--- src/rtl/cprb_pkg.sv ---
// ----------------------------------------------------------------------------
// cprb_pkg
// Shared types and constants for the command packet ring buffer.
// ----------------------------------------------------------------------------
`default_nettype none

package cprb_pkg;

    // Default geometry of the ring
    localparam int SLOT_COUNT_DEF = 16;
    localparam int SLOT_BYTES_DEF = 10;

    // Fixed port geometry
    localparam int FIELD_BYTES = 10;
    localparam int BYTE_W      = 8;
    localparam int LEN_W       = 8;
    localparam int COUNT_W     = 4;

    // Command codes
    typedef enum logic {
        CMD_PUSH = 1'b0,
        CMD_POP  = 1'b1
    } t_cmd;

    // Control sequencer states
    typedef enum logic {
        ST_IDLE = 1'b0,
        ST_READ = 1'b1
    } t_state;

endpackage

`default_nettype wire

--- src/rtl/command_packet_ring_buffer_unit.sv ---
// ----------------------------------------------------------------------------
// command_packet_ring_buffer_unit
// Ring of packet slots with push and pop commands, one result per command.
// ----------------------------------------------------------------------------
// Usage:
//   Input channel (i_in_valid / o_in_stall) carries a command, a length or
//   read limit and ten packet bytes. Output channel (o_out_valid /
//   i_out_stall) returns a count and ten bytes; bytes at or above the count
//   are zero.
//   A push with a length up to the slot size writes the slot memory in the
//   cycle it is taken, and its result is shown the next cycle.
//   A pop of a non-empty ring reads the slot memory into a register, then
//   cuts the packet in the ST_READ state, which stalls the input. A pop of
//   an empty ring returns a zero count without the read state.
//   The output register lets a new transaction be taken in the same cycle
//   the pending result leaves; while the receiver stalls a pending result,
//   the input is stalled as well.
//   Reset clears the pointers, the nonempty flag, the sequencer and the
//   output valid. Slot memory contents are not cleared; no read of an
//   unwritten slot can happen.
// ----------------------------------------------------------------------------
`default_nettype none

module command_packet_ring_buffer_unit
    import cprb_pkg::*;
#(
    parameter int SLOT_COUNT = SLOT_COUNT_DEF,
    parameter int SLOT_BYTES = SLOT_BYTES_DEF
) (
    input  wire logic               i_clk,
    input  wire logic               i_rst_n,

    input  wire logic               i_in_valid,
    output logic                    o_in_stall,
    input  wire logic               i_command,
    input  wire logic [LEN_W-1:0]   i_length_or_limit,
    input  wire logic [BYTE_W-1:0]  i_in_byte_0,
    input  wire logic [BYTE_W-1:0]  i_in_byte_1,
    input  wire logic [BYTE_W-1:0]  i_in_byte_2,
    input  wire logic [BYTE_W-1:0]  i_in_byte_3,
    input  wire logic [BYTE_W-1:0]  i_in_byte_4,
    input  wire logic [BYTE_W-1:0]  i_in_byte_5,
    input  wire logic [BYTE_W-1:0]  i_in_byte_6,
    input  wire logic [BYTE_W-1:0]  i_in_byte_7,
    input  wire logic [BYTE_W-1:0]  i_in_byte_8,
    input  wire logic [BYTE_W-1:0]  i_in_byte_9,

    output logic                    o_out_valid,
    input  wire logic               i_out_stall,
    output logic [COUNT_W-1:0]      o_count,
    output logic [BYTE_W-1:0]       o_out_byte_0,
    output logic [BYTE_W-1:0]       o_out_byte_1,
    output logic [BYTE_W-1:0]       o_out_byte_2,
    output logic [BYTE_W-1:0]       o_out_byte_3,
    output logic [BYTE_W-1:0]       o_out_byte_4,
    output logic [BYTE_W-1:0]       o_out_byte_5,
    output logic [BYTE_W-1:0]       o_out_byte_6,
    output logic [BYTE_W-1:0]       o_out_byte_7,
    output logic [BYTE_W-1:0]       o_out_byte_8,
    output logic [BYTE_W-1:0]       o_out_byte_9
);

    localparam int PTR_W = (SLOT_COUNT > 1) ? $clog2(SLOT_COUNT) : 1;
    localparam logic [PTR_W-1:0] PTR_LAST = PTR_W'(SLOT_COUNT - 1);
    localparam logic [COUNT_W-1:0] MAX_LEN = COUNT_W'(SLOT_BYTES);

    typedef logic [SLOT_BYTES-1:0][BYTE_W-1:0] t_row;

    // Slot memory: packet bytes and stored length
    t_row               mem_pkt [SLOT_COUNT];
    logic [COUNT_W-1:0] mem_len [SLOT_COUNT];

    // Control state
    t_state             r_state, n_state;
    logic [PTR_W-1:0]   r_wr_ptr, n_wr_ptr;
    logic [PTR_W-1:0]   r_rd_ptr, n_rd_ptr;
    logic               r_nonempty, n_nonempty;
    logic               r_out_valid, n_out_valid;

    // Payload state
    t_row               r_rd_pkt;
    logic [COUNT_W-1:0] r_rd_len;
    logic [COUNT_W-1:0] r_limit, n_limit;
    logic [COUNT_W-1:0] r_count, n_count;
    logic [FIELD_BYTES-1:0][BYTE_W-1:0] r_bytes, n_bytes;

    logic               w_in_acc;
    logic               w_out_free;
    logic               w_push_ok;
    logic               w_pop_rd;
    logic [COUNT_W-1:0] w_pop_n;
    logic [PTR_W-1:0]   w_rd_next;
    logic [FIELD_BYTES-1:0][BYTE_W-1:0] w_in_bytes;
    logic [FIELD_BYTES-1:0][BYTE_W-1:0] w_pop_bytes;
    t_row               w_wr_row;

    // Gather input bytes
    assign w_in_bytes = {i_in_byte_9, i_in_byte_8, i_in_byte_7, i_in_byte_6,
                         i_in_byte_5, i_in_byte_4, i_in_byte_3, i_in_byte_2,
                         i_in_byte_1, i_in_byte_0};
    assign w_wr_row   = w_in_bytes[SLOT_BYTES-1:0];

    // Handshake
    assign w_out_free = !r_out_valid || !i_out_stall;
    assign o_in_stall = (r_state == ST_READ) || !w_out_free;
    assign w_in_acc   = i_in_valid && !o_in_stall;
    assign w_push_ok  = w_in_acc && (t_cmd'(i_command) == CMD_PUSH) &&
                        (i_length_or_limit <= LEN_W'(SLOT_BYTES));
    assign w_pop_rd   = w_in_acc && (t_cmd'(i_command) == CMD_POP) && r_nonempty;
    assign w_rd_next  = (r_rd_ptr == PTR_LAST) ? '0 : r_rd_ptr + 1'b1;

    // Cut the fetched packet to the limit
    assign w_pop_n = (r_rd_len < r_limit) ? r_rd_len : r_limit;

    for (genvar k = 0; k < FIELD_BYTES; k++) begin : g_pop_bytes
        if (k < SLOT_BYTES) begin : g_live
            assign w_pop_bytes[k] = (COUNT_W'(k) < w_pop_n) ? r_rd_pkt[k] : '0;
        end else begin : g_zero
            assign w_pop_bytes[k] = '0;
        end
    end

    // Write the slot memory on an accepted push
    always_ff @(posedge i_clk) begin
        if (w_push_ok) begin
            mem_pkt[r_wr_ptr] <= w_wr_row;
            mem_len[r_wr_ptr] <= i_length_or_limit[COUNT_W-1:0];
        end
    end

    // Read the oldest slot on an accepted pop
    always_ff @(posedge i_clk) begin
        if (w_pop_rd) begin
            r_rd_pkt <= mem_pkt[r_rd_ptr];
            r_rd_len <= mem_len[r_rd_ptr];
        end
    end

    // Next state, pointers and result register
    always_comb begin
        n_state     = r_state;
        n_wr_ptr    = r_wr_ptr;
        n_rd_ptr    = r_rd_ptr;
        n_nonempty  = r_nonempty;
        n_limit     = r_limit;
        n_out_valid = r_out_valid && i_out_stall;
        n_count     = r_count;
        n_bytes     = r_bytes;
        case (r_state)
            ST_IDLE: begin
                if (w_in_acc) begin
                    if (t_cmd'(i_command) == CMD_PUSH) begin
                        n_out_valid = 1'b1;
                        n_bytes     = '0;
                        n_count     = '0;
                        if (w_push_ok) begin
                            n_count    = i_length_or_limit[COUNT_W-1:0];
                            n_nonempty = 1'b1;
                            n_wr_ptr   = (r_wr_ptr == PTR_LAST) ? '0 : r_wr_ptr + 1'b1;
                        end
                    end else if (r_nonempty) begin
                        n_state    = ST_READ;
                        n_limit    = (i_length_or_limit > LEN_W'(SLOT_BYTES)) ?
                                     MAX_LEN : i_length_or_limit[COUNT_W-1:0];
                        n_rd_ptr   = w_rd_next;
                        n_nonempty = (w_rd_next != r_wr_ptr);
                    end else begin
                        n_out_valid = 1'b1;
                        n_count     = '0;
                        n_bytes     = '0;
                    end
                end
            end
            ST_READ: begin
                n_state     = ST_IDLE;
                n_out_valid = 1'b1;
                n_count     = w_pop_n;
                n_bytes     = w_pop_bytes;
            end
            default: begin
                n_state = ST_IDLE;
            end
        endcase
    end

    // Hold control state
    always_ff @(posedge i_clk) begin
        if (!i_rst_n) begin
            r_state     <= ST_IDLE;
            r_wr_ptr    <= '0;
            r_rd_ptr    <= '0;
            r_nonempty  <= 1'b0;
            r_out_valid <= 1'b0;
        end else begin
            r_state     <= n_state;
            r_wr_ptr    <= n_wr_ptr;
            r_rd_ptr    <= n_rd_ptr;
            r_nonempty  <= n_nonempty;
            r_out_valid <= n_out_valid;
        end
    end

    // Hold payload
    always_ff @(posedge i_clk) begin
        r_limit <= n_limit;
        r_count <= n_count;
        r_bytes <= n_bytes;
    end

    // Drive outputs
    assign o_out_valid  = r_out_valid;
    assign o_count      = r_count;
    assign o_out_byte_0 = r_bytes[0];
    assign o_out_byte_1 = r_bytes[1];
    assign o_out_byte_2 = r_bytes[2];
    assign o_out_byte_3 = r_bytes[3];
    assign o_out_byte_4 = r_bytes[4];
    assign o_out_byte_5 = r_bytes[5];
    assign o_out_byte_6 = r_bytes[6];
    assign o_out_byte_7 = r_bytes[7];
    assign o_out_byte_8 = r_bytes[8];
    assign o_out_byte_9 = r_bytes[9];

`ifndef SYNTHESIS
    a_read_one_cycle: assert property (@(posedge i_clk) disable iff (!i_rst_n)
        (r_state == ST_READ) |=> (r_state == ST_IDLE))
        else $error("pop read phase lasted more than one cycle");

    a_read_out_free: assert property (@(posedge i_clk) disable iff (!i_rst_n)
        (r_state == ST_READ) |-> !r_out_valid)
        else $error("pop result would overwrite a pending result");

    a_read_blocks_in: assert property (@(posedge i_clk) disable iff (!i_rst_n)
        (r_state == ST_READ) |-> o_in_stall)
        else $error("transaction taken during pop read");

    a_empty_ptrs: assert property (@(posedge i_clk) disable iff (!i_rst_n)
        !r_nonempty |-> (r_rd_ptr == r_wr_ptr))
        else $error("ring empty but pointers differ");

    a_count_range: assert property (@(posedge i_clk) disable iff (!i_rst_n)
        r_out_valid |-> (r_count <= MAX_LEN))
        else $error("result count above slot size");
`endif

endmodule

`default_nettype wire
--- config.mk ---
export PLATFORM = sky130hd
export DESIGN_NAME = command_packet_ring_buffer_unit
export DESIGN_NICKNAME = d
export VERILOG_FILES = /design/src/rtl/cprb_pkg.sv /design/src/rtl/command_packet_ring_buffer_unit.sv
export SDC_FILE = /design/constraint.sdc
export NUM_CORES = 1
export LEC_CHECK = 0
export BUFFER_PORTS_ARGS = -buffer_cell sky130_fd_sc_hd__buf_2
export CAP_MARGIN = 20
export CORE_UTILIZATION = 48
export DETAILED_ROUTE_END_ITERATION = 12
export PLACE_DENSITY = 0.62
export SETUP_SLACK_MARGIN = 0.3
export SLEW_MARGIN = 10
export SYNTH_ARGS = -nofsm -noshare
export SYNTH_HDL_FRONTEND = slang
export SYNTH_SLANG_ARGS = --single-unit
--- constraint.sdc ---
create_clock -name i_clk -period 10 [get_ports i_clk]
set_clock_uncertainty 0.1 [all_clocks]
set_input_delay 1.5 -clock i_clk [delete_from_list [all_inputs] [get_ports i_clk]]
set_output_delay 1.5 -clock i_clk [all_outputs]
set_load 0.01 [all_outputs]
==> impl_results.html, run 1 <==
<table>
<tr><th>Metric</th><th>Value</th></tr>
<tr><th colspan="2">Outcome</th></tr>
<tr><td>Status</td><td>finished, final reports clean</td></tr>
<tr><th colspan="2">Timing</th></tr>
<tr><td>Max Transition Viols Final</td><td>0</td></tr>
<tr><td>Max Fclk</td><td>191 MHz</td></tr>
<tr><td>Portion of the clock cycle consumed by the worst path in the final layout</td><td>52.3%</td></tr>
<tr><td>Unrepaired setup endpoints after global routing</td><td>no</td></tr>
<tr><td>Relative max-transition margin</td><td>between 20 and 30%</td></tr>
<tr><td>Final Hold Vio Count</td><td>0</td></tr>
<tr><td>Worst Max-Slew Pin Slew</td><td>between 1000 and 1500 ps</td></tr>
<tr><td>Setup Viol. Count Final</td><td>0</td></tr>
<tr><td>Post-route setup TNS</td><td>0 ps</td></tr>
<tr><td>Period minus WS final</td><td>5230 ps</td></tr>
<tr><td>Worst Hold Slack</td><td>412 ps</td></tr>
<tr><th colspan="2">Layout</th></tr>
<tr><td>Final std cell area, no fill</td><td>between 0.06 and 0.07 mm²</td></tr>
<tr><td>Filler cell count</td><td>9031</td></tr>
<tr><td>Final Net Count</td><td>just under 3000</td></tr>
<tr><td>Final Instance Count excl. Fillers</td><td>4592</td></tr>
<tr><td>Synthesis-to-layout area growth</td><td>13.5%</td></tr>
<tr><td>Proportion of layout cells with a drive suffix above 1</td><td>roughly 28%</td></tr>
<tr><th colspan="2">Global routing</th></tr>
<tr><td>Antenna violations before repair</td><td>9</td></tr>
<tr><td>Vias in the first global route</td><td>28100</td></tr>
<tr><td>First-pass GRT wire length</td><td>185 mm</td></tr>
<tr><td>Overflow left after global routing</td><td>0</td></tr>
<tr><td>GRT Overall Usage</td><td>approximately a fifth</td></tr>
<tr><td>Pin count of the biggest net entering global routing</td><td>104</td></tr>
<tr><th colspan="2">Worst setup path</th></tr>
<tr><td>Most frequent CP cell</td><td>sky130_fd_sc_hd__buf_4</td></tr>
<tr><td>Stage delay of the slowest cell on the critical path</td><td>770 ps</td></tr>
<tr><td>Kind of capture point of the worst setup path</td><td>flop</td></tr>
<tr><td>Cells along the critical path</td><td>buf_2 -&gt; a21oi_1 -&gt; inv_1 -&gt; nor3_1 -&gt; and2_1 -&gt; nand2_1 -&gt; nor2_4 -&gt; buf_4 -&gt; buf_4</td></tr>
<tr><td>Flop-to-flop setup slack</td><td>4810 ps</td></tr>
<tr><td>Worst EP required</td><td>~10000 ps</td></tr>
<tr><td>Type of origin of the critical path</td><td>input port</td></tr>
<tr><td>Slowest CP cell</td><td>sky130_fd_sc_hd__nor3_1</td></tr>
<tr><td>Arrival time of data at the critical path endpoint</td><td>5500 ps</td></tr>
<tr><td>Crit-path max FO</td><td>41</td></tr>
<tr><td>Type of the worst setup path</td><td>input port to flop</td></tr>
<tr><td>Worst path bufs/invs</td><td>4</td></tr>
<tr><td>Gate family responsible for the most delay along the worst path</td><td>simple AND/OR/NAND/NOR gates</td></tr>
<tr><th colspan="2">Floorplan</th></tr>
<tr><td>Die W</td><td>349 µm</td></tr>
<tr><td>Starting utilization of the core area</td><td>48.3%</td></tr>
<tr><td>Die H</td><td>349 µm</td></tr>
<tr><td>I/O pin total</td><td>179</td></tr>
<tr><td>Area of the core region</td><td>between 0.1 and 0.15 mm²</td></tr>
<tr><td>Cell row count</td><td>127</td></tr>
<tr><td>Die Outline Area</td><td>0.122 mm²</td></tr>
<tr><th colspan="2">Hold path</th></tr>
<tr><td>Min-Delay Path Class</td><td>flop to flop</td></tr>
<tr><th colspan="2">Pwr</th></tr>
<tr><td>Pwr/cell area</td><td>about 190 mW/mm²</td></tr>
<tr><td>Static Leakage</td><td>just over 0.02 µW</td></tr>
<tr><td>Max rail drop VDD</td><td>between 0.15 and 0.2 mV</td></tr>
<tr><td>Final Power</td><td>about 13000 µW</td></tr>
<tr><th colspan="2">Drt</th></tr>
<tr><td>Post-detailed-routing wire length</td><td>125 mm</td></tr>
<tr><td>Wire length per cell</td><td>27.1 µm</td></tr>
<tr><td>Count of antenna-violating nets left after detailed routing</td><td>0</td></tr>
<tr><td>Number of vias after detailed routing</td><td>26700</td></tr>
<tr><td>Detailed-routing iteration count for the pre-antenna-repair pass</td><td>5</td></tr>
<tr><td>Violation count after the first detailed-route iteration</td><td>approximately 2200</td></tr>
<tr><td>Residual DRC</td><td>0</td></tr>
<tr><td>Post-DR vias/cell</td><td>about 5.8</td></tr>
<tr><th colspan="2">Synthesis</th></tr>
<tr><td>Number of synthesized flops with an enable pin</td><td>1516</td></tr>
<tr><td>Synthesized cell area</td><td>0.0579 mm²</td></tr>
<tr><td>Post-synthesis async set-or-reset flop share</td><td>0%</td></tr>
<tr><td>Top cell type's share of synthesized area</td><td>78.6%</td></tr>
<tr><td>Mean instance size in the synthesized netlist</td><td>22.3 µm²</td></tr>
<tr><td>Number of instances in the synthesized netlist</td><td>2596</td></tr>
<tr><td>Yosys top cell by area</td><td>sky130_fd_sc_hd__edfxtp_1</td></tr>
<tr><td>Leading post-synthesis cells by cell area</td><td>sky130_fd_sc_hd__edfxtp_1 (79%), sky130_fd_sc_hd__mux4_2 (13%), sky130_fd_sc_hd__mux2i_1 (1.5%), sky130_fd_sc_hd__a211oi_1 (1.1%), sky130_fd_sc_hd__nor2b_1 (1.1%)</td></tr>
<tr><td>Number of warnings reported in the yosys synthesis log</td><td>0</td></tr>
<tr><td>Netlist cell types</td><td>53</td></tr>
<tr><td>Most numerous cell in the Yosys netlist</td><td>sky130_fd_sc_hd__edfxtp_1</td></tr>
<tr><td>Post-synth top cells</td><td>sky130_fd_sc_hd__edfxtp_1 (1516), sky130_fd_sc_hd__mux4_2 (336), sky130_fd_sc_hd__nor2b_1 (100)</td></tr>
<tr><td>Sequential-to-total area share from yosys stat</td><td>79.0%</td></tr>
<tr><td>Prevailing post-synth register cell</td><td>sky130_fd_sc_hd__edfxtp_1</td></tr>
<tr><td>Flops &amp; latches, synth</td><td>around 1500</td></tr>
<tr><td>Net count of the mapped netlist</td><td>2698</td></tr>
<tr><th colspan="2">Clock tree</th></tr>
<tr><td>Post_cts resized</td><td>0</td></tr>
<tr><td>Setup fix buffers added after clock tree synthesis</td><td>0</td></tr>
<tr><td>Htree depth</td><td>4</td></tr>
<tr><td>Master cell of the clock root buffer</td><td>sky130_fd_sc_hd__clkbuf_16</td></tr>
<tr><td>Max Buffers Root-to-Sink</td><td>3</td></tr>
<tr><td>Clock transition at the registers of the reported paths</td><td>70 ps</td></tr>
<tr><td>Worst-skew pair later-pin latency</td><td>760 ps</td></tr>
<tr><td>Sink count of the clock tree</td><td>1527</td></tr>
<tr><td>Count of hold buffers inserted by post-cts repair</td><td>0</td></tr>
<tr><td>Clock buffers created by TritonCTS</td><td>156</td></tr>
<tr><td>TritonCTS clock tree</td><td>yes</td></tr>
<tr><th colspan="2">Placed design</th></tr>
<tr><td>Placed wire-length estimate</td><td>69.6 mm</td></tr>
<tr><td>Final GP Congestion</td><td>about 0.77</td></tr>
<tr><td>DP Cell Count</td><td>4303</td></tr>
<tr><td>Port bufs</td><td>178</td></tr>
<tr><td>Placement Cell Area</td><td>0.0608 mm²</td></tr>
<tr><th colspan="2">Job</th></tr>
<tr><td>Max-cap violations</td><td>0</td></tr>
</table>
==> final cells by class <==
type / instances / area [µm²] / area share (%)
flip-flops and latches: 1527 / 45800 / 69.7
multi-input cells: 911 / 11600 / 17.7
clock buffers: 192 / 4120 / 6.28
well taps: 1612 / 2020 / 3.07
repair buffers: 234 / 1340 / 2.03
clock inverters: 94 / 768 / 1.17
inverters: 20 / 75.1 / 0.114
diodes: 2 / 5.00 / 0.00762
==> worst paths after layout <==
| check | startpoint | end | cells after the start |
|---|---|---|---|
| worst max-delay path | i_out_stall | mem_pkt[8][18] | 9 |
| worst min-delay path | r_rd_pkt[70] | o_out_byte_8[6] | 1 |
| worst max register to register | r_state | mem_pkt[8][18] | 9 |
| worst min register to register | r_rd_pkt[70] | o_out_byte_8[6] | 1 |
==> power by group <==
group,internal [µW],switching [µW],total (µW),leakage [µW]
clock,3150,2390,5540,0.00239
sequential,7040,6.74,7050,0.0138
combinational,34.1,125,159,0.00401
total,10200,2520,12700,0.0202
==> metal layers <==
metal	GRT usage, %	vias up	part of all wire [%]
met5	0	-	0.0088
met4	6.36	2	2.2
met3	4.23	188	6.4
met2	34.6	813	50
met1	27.9	14200	41
li1	-	11400	-
==> metrics by stage <==
stage          setup slack [ps]  util [%]
2_1_floorplan               862         -
3_3_place_gp               4130      50.7
3_5_place_dp               4040      50.7
4_1_cts                    4860      54.8
5_1_grt                    4510      54.8
6_report                   4770      54.8
==> registers in the layout, indices dropped and copies added (netlist names), 8 cells and up <==
signal,flops
mem_pkt,1280
r_rd_pkt,80
mem_len,64
o_out_byte_0,8
o_out_byte_1,8
o_out_byte_2,8
o_out_byte_3,8
o_out_byte_4,8
o_out_byte_5,8
o_out_byte_6,8
o_out_byte_7,8
o_out_byte_8,8
o_out_byte_9,8
==> cells in the final DEF (no fill, tap or decap), types with 22 or more instances in the layout <==
master / n
sky130_fd_sc_hd__buf_4: 54
sky130_fd_sc_hd__clkinv_1: 35
sky130_fd_sc_hd__buf_2: 178
sky130_fd_sc_hd__a21oi_1: 98
sky130_fd_sc_hd__nand2_1: 41
sky130_fd_sc_hd__clkinv_2: 31
sky130_fd_sc_hd__edfxtp_1: 1516
sky130_fd_sc_hd__nor2b_1: 100
sky130_fd_sc_hd__mux4_2: 336
sky130_fd_sc_hd__a211oi_1: 85
sky130_fd_sc_hd__clkbuf_16: 159
sky130_fd_sc_hd__clkbuf_1: 31
sky130_fd_sc_hd__and3_1: 25
sky130_fd_sc_hd__mux2i_1: 86
sky130_fd_sc_hd__nor2_1: 22
==> cells by family after synthesis <==
logic type	Yosys count	share of synthesized area, %
and+or+nand+nor	241	2.28
buffers and inverters	158	1.17
xor gates and xnor gates	5	0.0757
adders and majority gates	9	0.195
muxes	425	14.6
AOI/OAI and AO/OA	231	2.64
DFF	1527	79.0
No activity file was read; power rests on OpenSTA's default activity.
==> inputs of run 2 (changes only) <==
==> constraint.sdc (replaced) <==
create_clock -name i_clk -period 4.9 [get_ports i_clk]
set_clock_uncertainty 0.1 [all_clocks]
set_input_delay 0.735 -clock i_clk [delete_from_list [all_inputs] [get_ports i_clk]]
set_output_delay 0.735 -clock i_clk [all_outputs]
set_load 0.01 [all_outputs]
==> run 2 against run 1 <==
Effect of this change:
- first-iteration DRC count rose by 15%
- clock power increased by 110%
- global-route usage rose by 0.20 points
- total power up 110%
- largest power group unchanged
- combinational power increased by 110%
- critical path depth fell by 1
- hold slack got worse by 290 ps
- non-clock buffer count grew 22
- wire length increased by 1.1%
- critical path type is now flop to flop
- setup slack lost 3300 ps
- the flow now finishes with violations (design-rule violations)
==> impl_results.html, run 2 (synthesized netlist as in run 1, its figures left out) <==
<table>
<tr><th>Metric</th><th>Value</th></tr>
<tr><th colspan="2">Timing</th></tr>
<tr><td>Setup Viol. Count Final</td><td>0</td></tr>
<tr><td>Worst Setup Slack, final</td><td>around 1400 ps</td></tr>
<tr><td>Max Fclk</td><td>~290 MHz</td></tr>
<tr><td>Max Transition Viols Final</td><td>0</td></tr>
<tr><td>Worst Hold Slack</td><td>126 ps</td></tr>
<tr><td>Unrepaired setup endpoints after global routing</td><td>no</td></tr>
<tr><td>Worst Max-Slew Pin Slew</td><td>between 1000 and 1500 ps</td></tr>
<tr><td>Period minus WS final</td><td>3460 ps</td></tr>
<tr><td>Relative max-transition margin</td><td>a little under 30%</td></tr>
<tr><td>Post-route setup TNS</td><td>0 ps</td></tr>
<tr><td>Final Hold Vio Count</td><td>0</td></tr>
<tr><td>Portion of the clock cycle consumed by the worst path in the final layout</td><td>70.6%</td></tr>
<tr><th colspan="2">Hold path</th></tr>
<tr><td>Min-Delay Path Class</td><td>input port to flop</td></tr>
<tr><th colspan="2">Global routing</th></tr>
<tr><td>Antenna violations before repair</td><td>17</td></tr>
<tr><td>GRT Overall Usage</td><td>a little over a fifth</td></tr>
<tr><td>Pin count of the biggest net entering global routing</td><td>86</td></tr>
<tr><td>Vias in the first global route</td><td>27700</td></tr>
<tr><td>Overflow left after global routing</td><td>0</td></tr>
<tr><td>First-pass GRT wire length</td><td>187 mm</td></tr>
<tr><th colspan="2">Worst setup path</th></tr>
<tr><td>Worst path bufs/invs</td><td>3</td></tr>
<tr><td>Gate family responsible for the most delay along the worst path</td><td>simple AND/OR/NAND/NOR gates</td></tr>
<tr><td>Type of origin of the critical path</td><td>flop</td></tr>
<tr><td>Arrival time of data at the critical path endpoint</td><td>roughly 3700 ps</td></tr>
<tr><td>Slowest CP cell</td><td>sky130_fd_sc_hd__buf_4</td></tr>
<tr><td>Crit-path max FO</td><td>25</td></tr>
<tr><td>Type of the worst setup path</td><td>flop to flop</td></tr>
<tr><td>Cells along the critical path</td><td>a21oi_1 -&gt; inv_1 -&gt; nor3_1 -&gt; buf_4 -&gt; and2_1 -&gt; nand2_1 -&gt; nor2_4 -&gt; buf_4</td></tr>
<tr><td>Worst EP required</td><td>5180 ps</td></tr>
<tr><td>Kind of capture point of the worst setup path</td><td>flop</td></tr>
<tr><td>Most frequent CP cell</td><td>sky130_fd_sc_hd__buf_4</td></tr>
<tr><td>Stage delay of the slowest cell on the critical path</td><td>480 ps</td></tr>
<tr><th colspan="2">Outcome</th></tr>
<tr><td>Status</td><td>finished with violations</td></tr>
<tr><td>Violations in the final reports</td><td>design-rule violations</td></tr>
<tr><th colspan="2">Drt</th></tr>
<tr><td>Detailed-routing iteration count for the pre-antenna-repair pass</td><td>11</td></tr>
<tr><td>Post-DR vias/cell</td><td>5.82</td></tr>
<tr><td>Residual DRC</td><td>2</td></tr>
<tr><td>Count of antenna-violating nets left after detailed routing</td><td>0</td></tr>
<tr><td>Violation count after the first detailed-route iteration</td><td>2507</td></tr>
<tr><td>Number of vias after detailed routing</td><td>26800</td></tr>
<tr><td>Post-detailed-routing wire length</td><td>126 mm</td></tr>
<tr><td>Wire length per cell</td><td>27.4 µm</td></tr>
<tr><th colspan="2">Layout</th></tr>
<tr><td>Most frequent cells in the layout</td><td>sky130_fd_sc_hd__edfxtp_1 (1516), sky130_fd_sc_hd__mux4_2 (336), sky130_fd_sc_hd__buf_2 (178), sky130_fd_sc_hd__clkbuf_16 (160), sky130_fd_sc_hd__nor2b_1 (100)</td></tr>
<tr><td>Share of the core filled with cells in the final layout</td><td>55.3%</td></tr>
<tr><td>Final std cell area, no fill</td><td>0.0662 mm²</td></tr>
<tr><td>Most common cell after layout, fill and taps aside</td><td>sky130_fd_sc_hd__edfxtp_1</td></tr>
<tr><td>Final Net Count</td><td>2972</td></tr>
<tr><td>Proportion of layout cells with a drive suffix above 1</td><td>between 20% and 30%</td></tr>
<tr><td>Register bank with the most flops</td><td>mem_pkt</td></tr>
<tr><td>Regs by FF count</td><td>mem_pkt: 1280 flops, r_rd_pkt: 80 flops, mem_len: 64 flops</td></tr>
<tr><td>Number of flip-flops under the largest register name</td><td>1280</td></tr>
<tr><td>Synthesis-to-layout area growth</td><td>14.4%</td></tr>
<tr><th colspan="2">Placed design</th></tr>
<tr><td>Final GP Congestion</td><td>0.768</td></tr>
<tr><td>Port bufs</td><td>approximately 180</td></tr>
<tr><td>Placed wire-length estimate</td><td>69.4 mm</td></tr>
<tr><td>Placement Cell Area</td><td>roughly 0.061 mm²</td></tr>
<tr><td>Worst slack after detailed placement</td><td>761 ps</td></tr>
<tr><th colspan="2">Floorplan</th></tr>
<tr><td>Die W</td><td>349 µm</td></tr>
<tr><td>Area of the core region</td><td>approximately 0.12 mm²</td></tr>
<tr><td>Cell row count</td><td>approximately 130</td></tr>
<tr><td>Die H</td><td>349 µm</td></tr>
<tr><td>I/O pin total</td><td>179</td></tr>
<tr><td>Die Outline Area</td><td>0.122 mm²</td></tr>
<tr><td>Starting utilization of the core area</td><td>about half</td></tr>
<tr><th colspan="2">Clock tree</th></tr>
<tr><td>Htree depth</td><td>4</td></tr>
<tr><td>Setup fix buffers added after clock tree synthesis</td><td>0</td></tr>
<tr><td>Clock buffers created by TritonCTS</td><td>154</td></tr>
<tr><td>Max Buffers Root-to-Sink</td><td>3</td></tr>
<tr><td>Count of hold buffers inserted by post-cts repair</td><td>0</td></tr>
<tr><td>Worst-skew pair later-pin latency</td><td>760 ps</td></tr>
<tr><td>Master cell of the clock root buffer</td><td>sky130_fd_sc_hd__clkbuf_16</td></tr>
<tr><td>Post_cts resized</td><td>0</td></tr>
<tr><td>Sink count of the clock tree</td><td>1527</td></tr>
<tr><td>TritonCTS clock tree</td><td>yes</td></tr>
<tr><td>Clock transition at the registers of the reported paths</td><td>60 ps</td></tr>
<tr><th colspan="2">Job</th></tr>
<tr><td>Max-cap violations</td><td>0</td></tr>
<tr><th colspan="2">Pwr</th></tr>
<tr><td>Static Leakage</td><td>0.0204 µW</td></tr>
<tr><td>Pwr/cell area</td><td>roughly 400 mW/mm²</td></tr>
<tr><td>Max rail drop VDD</td><td>0.348 mV</td></tr>
</table>
run 2: layout make-up:
cell class	instances	area, µm²
Sequential cell	1527	45800
Antenna cell	1	2.50
Clock inverter	88	805
Clock buffer	190	4120
Timing Repair Buffer	256	1810
Fill cell	8909	53600
Tap cell	1612	2020
Inverter	20	75.1
Multi-Input combinational cell	911	11600
run 2: final timing paths:
| kind | startpoint | cells after the start | to | slack [ps] |
|---|---|---|---|---|
| worst max-delay path | r_state | 8 | mem_pkt[6][8] | 1440 |
| worst min-delay path | i_out_stall | 3 | o_out_valid | 130 |
| worst max register to register | r_state | 8 | mem_pkt[6][8] | 1440 |
| worst min register to register | r_nonempty | 2 | r_nonempty | 400 |
run 2: power breakdown:
part | switching (µW) | internal (µW)
sequential | 15.8 | 14400
combinational | 255 | 72.5
clock | 4760 | 6690
total | 5030 | 21100
run 2: layer usage:
layer / share of wire (%) / up-vias / GRT usage [%]
met3: 5.7 / 180 / 3.35
met2: 49 / 820 / 33.8
met4: 1.8 / 6 / 5.50
met5: 0.027 / - / 0
li1: - / 11400 / -
met1: 44 / 14400 / 30.3
run 2: worst register-to-register path, delay by kind of cell (launching register included):
kind / cells / cell delay [ps]
buffers and inverters: 3 / 840
AO/OA/AOI/OAI: 1 / 330
AND/OR/NAND/NOR: 4 / 1320
flip-flops: 1 / 470
run 2: stage by stage:
stage	power (µW)	instances
2_1_floorplan	14700	2596
3_3_place_gp	15000	4326
3_5_place_dp	15000	4326
4_1_cts	26400	4604
5_1_grt	26900	4605
6_report	26200	4605
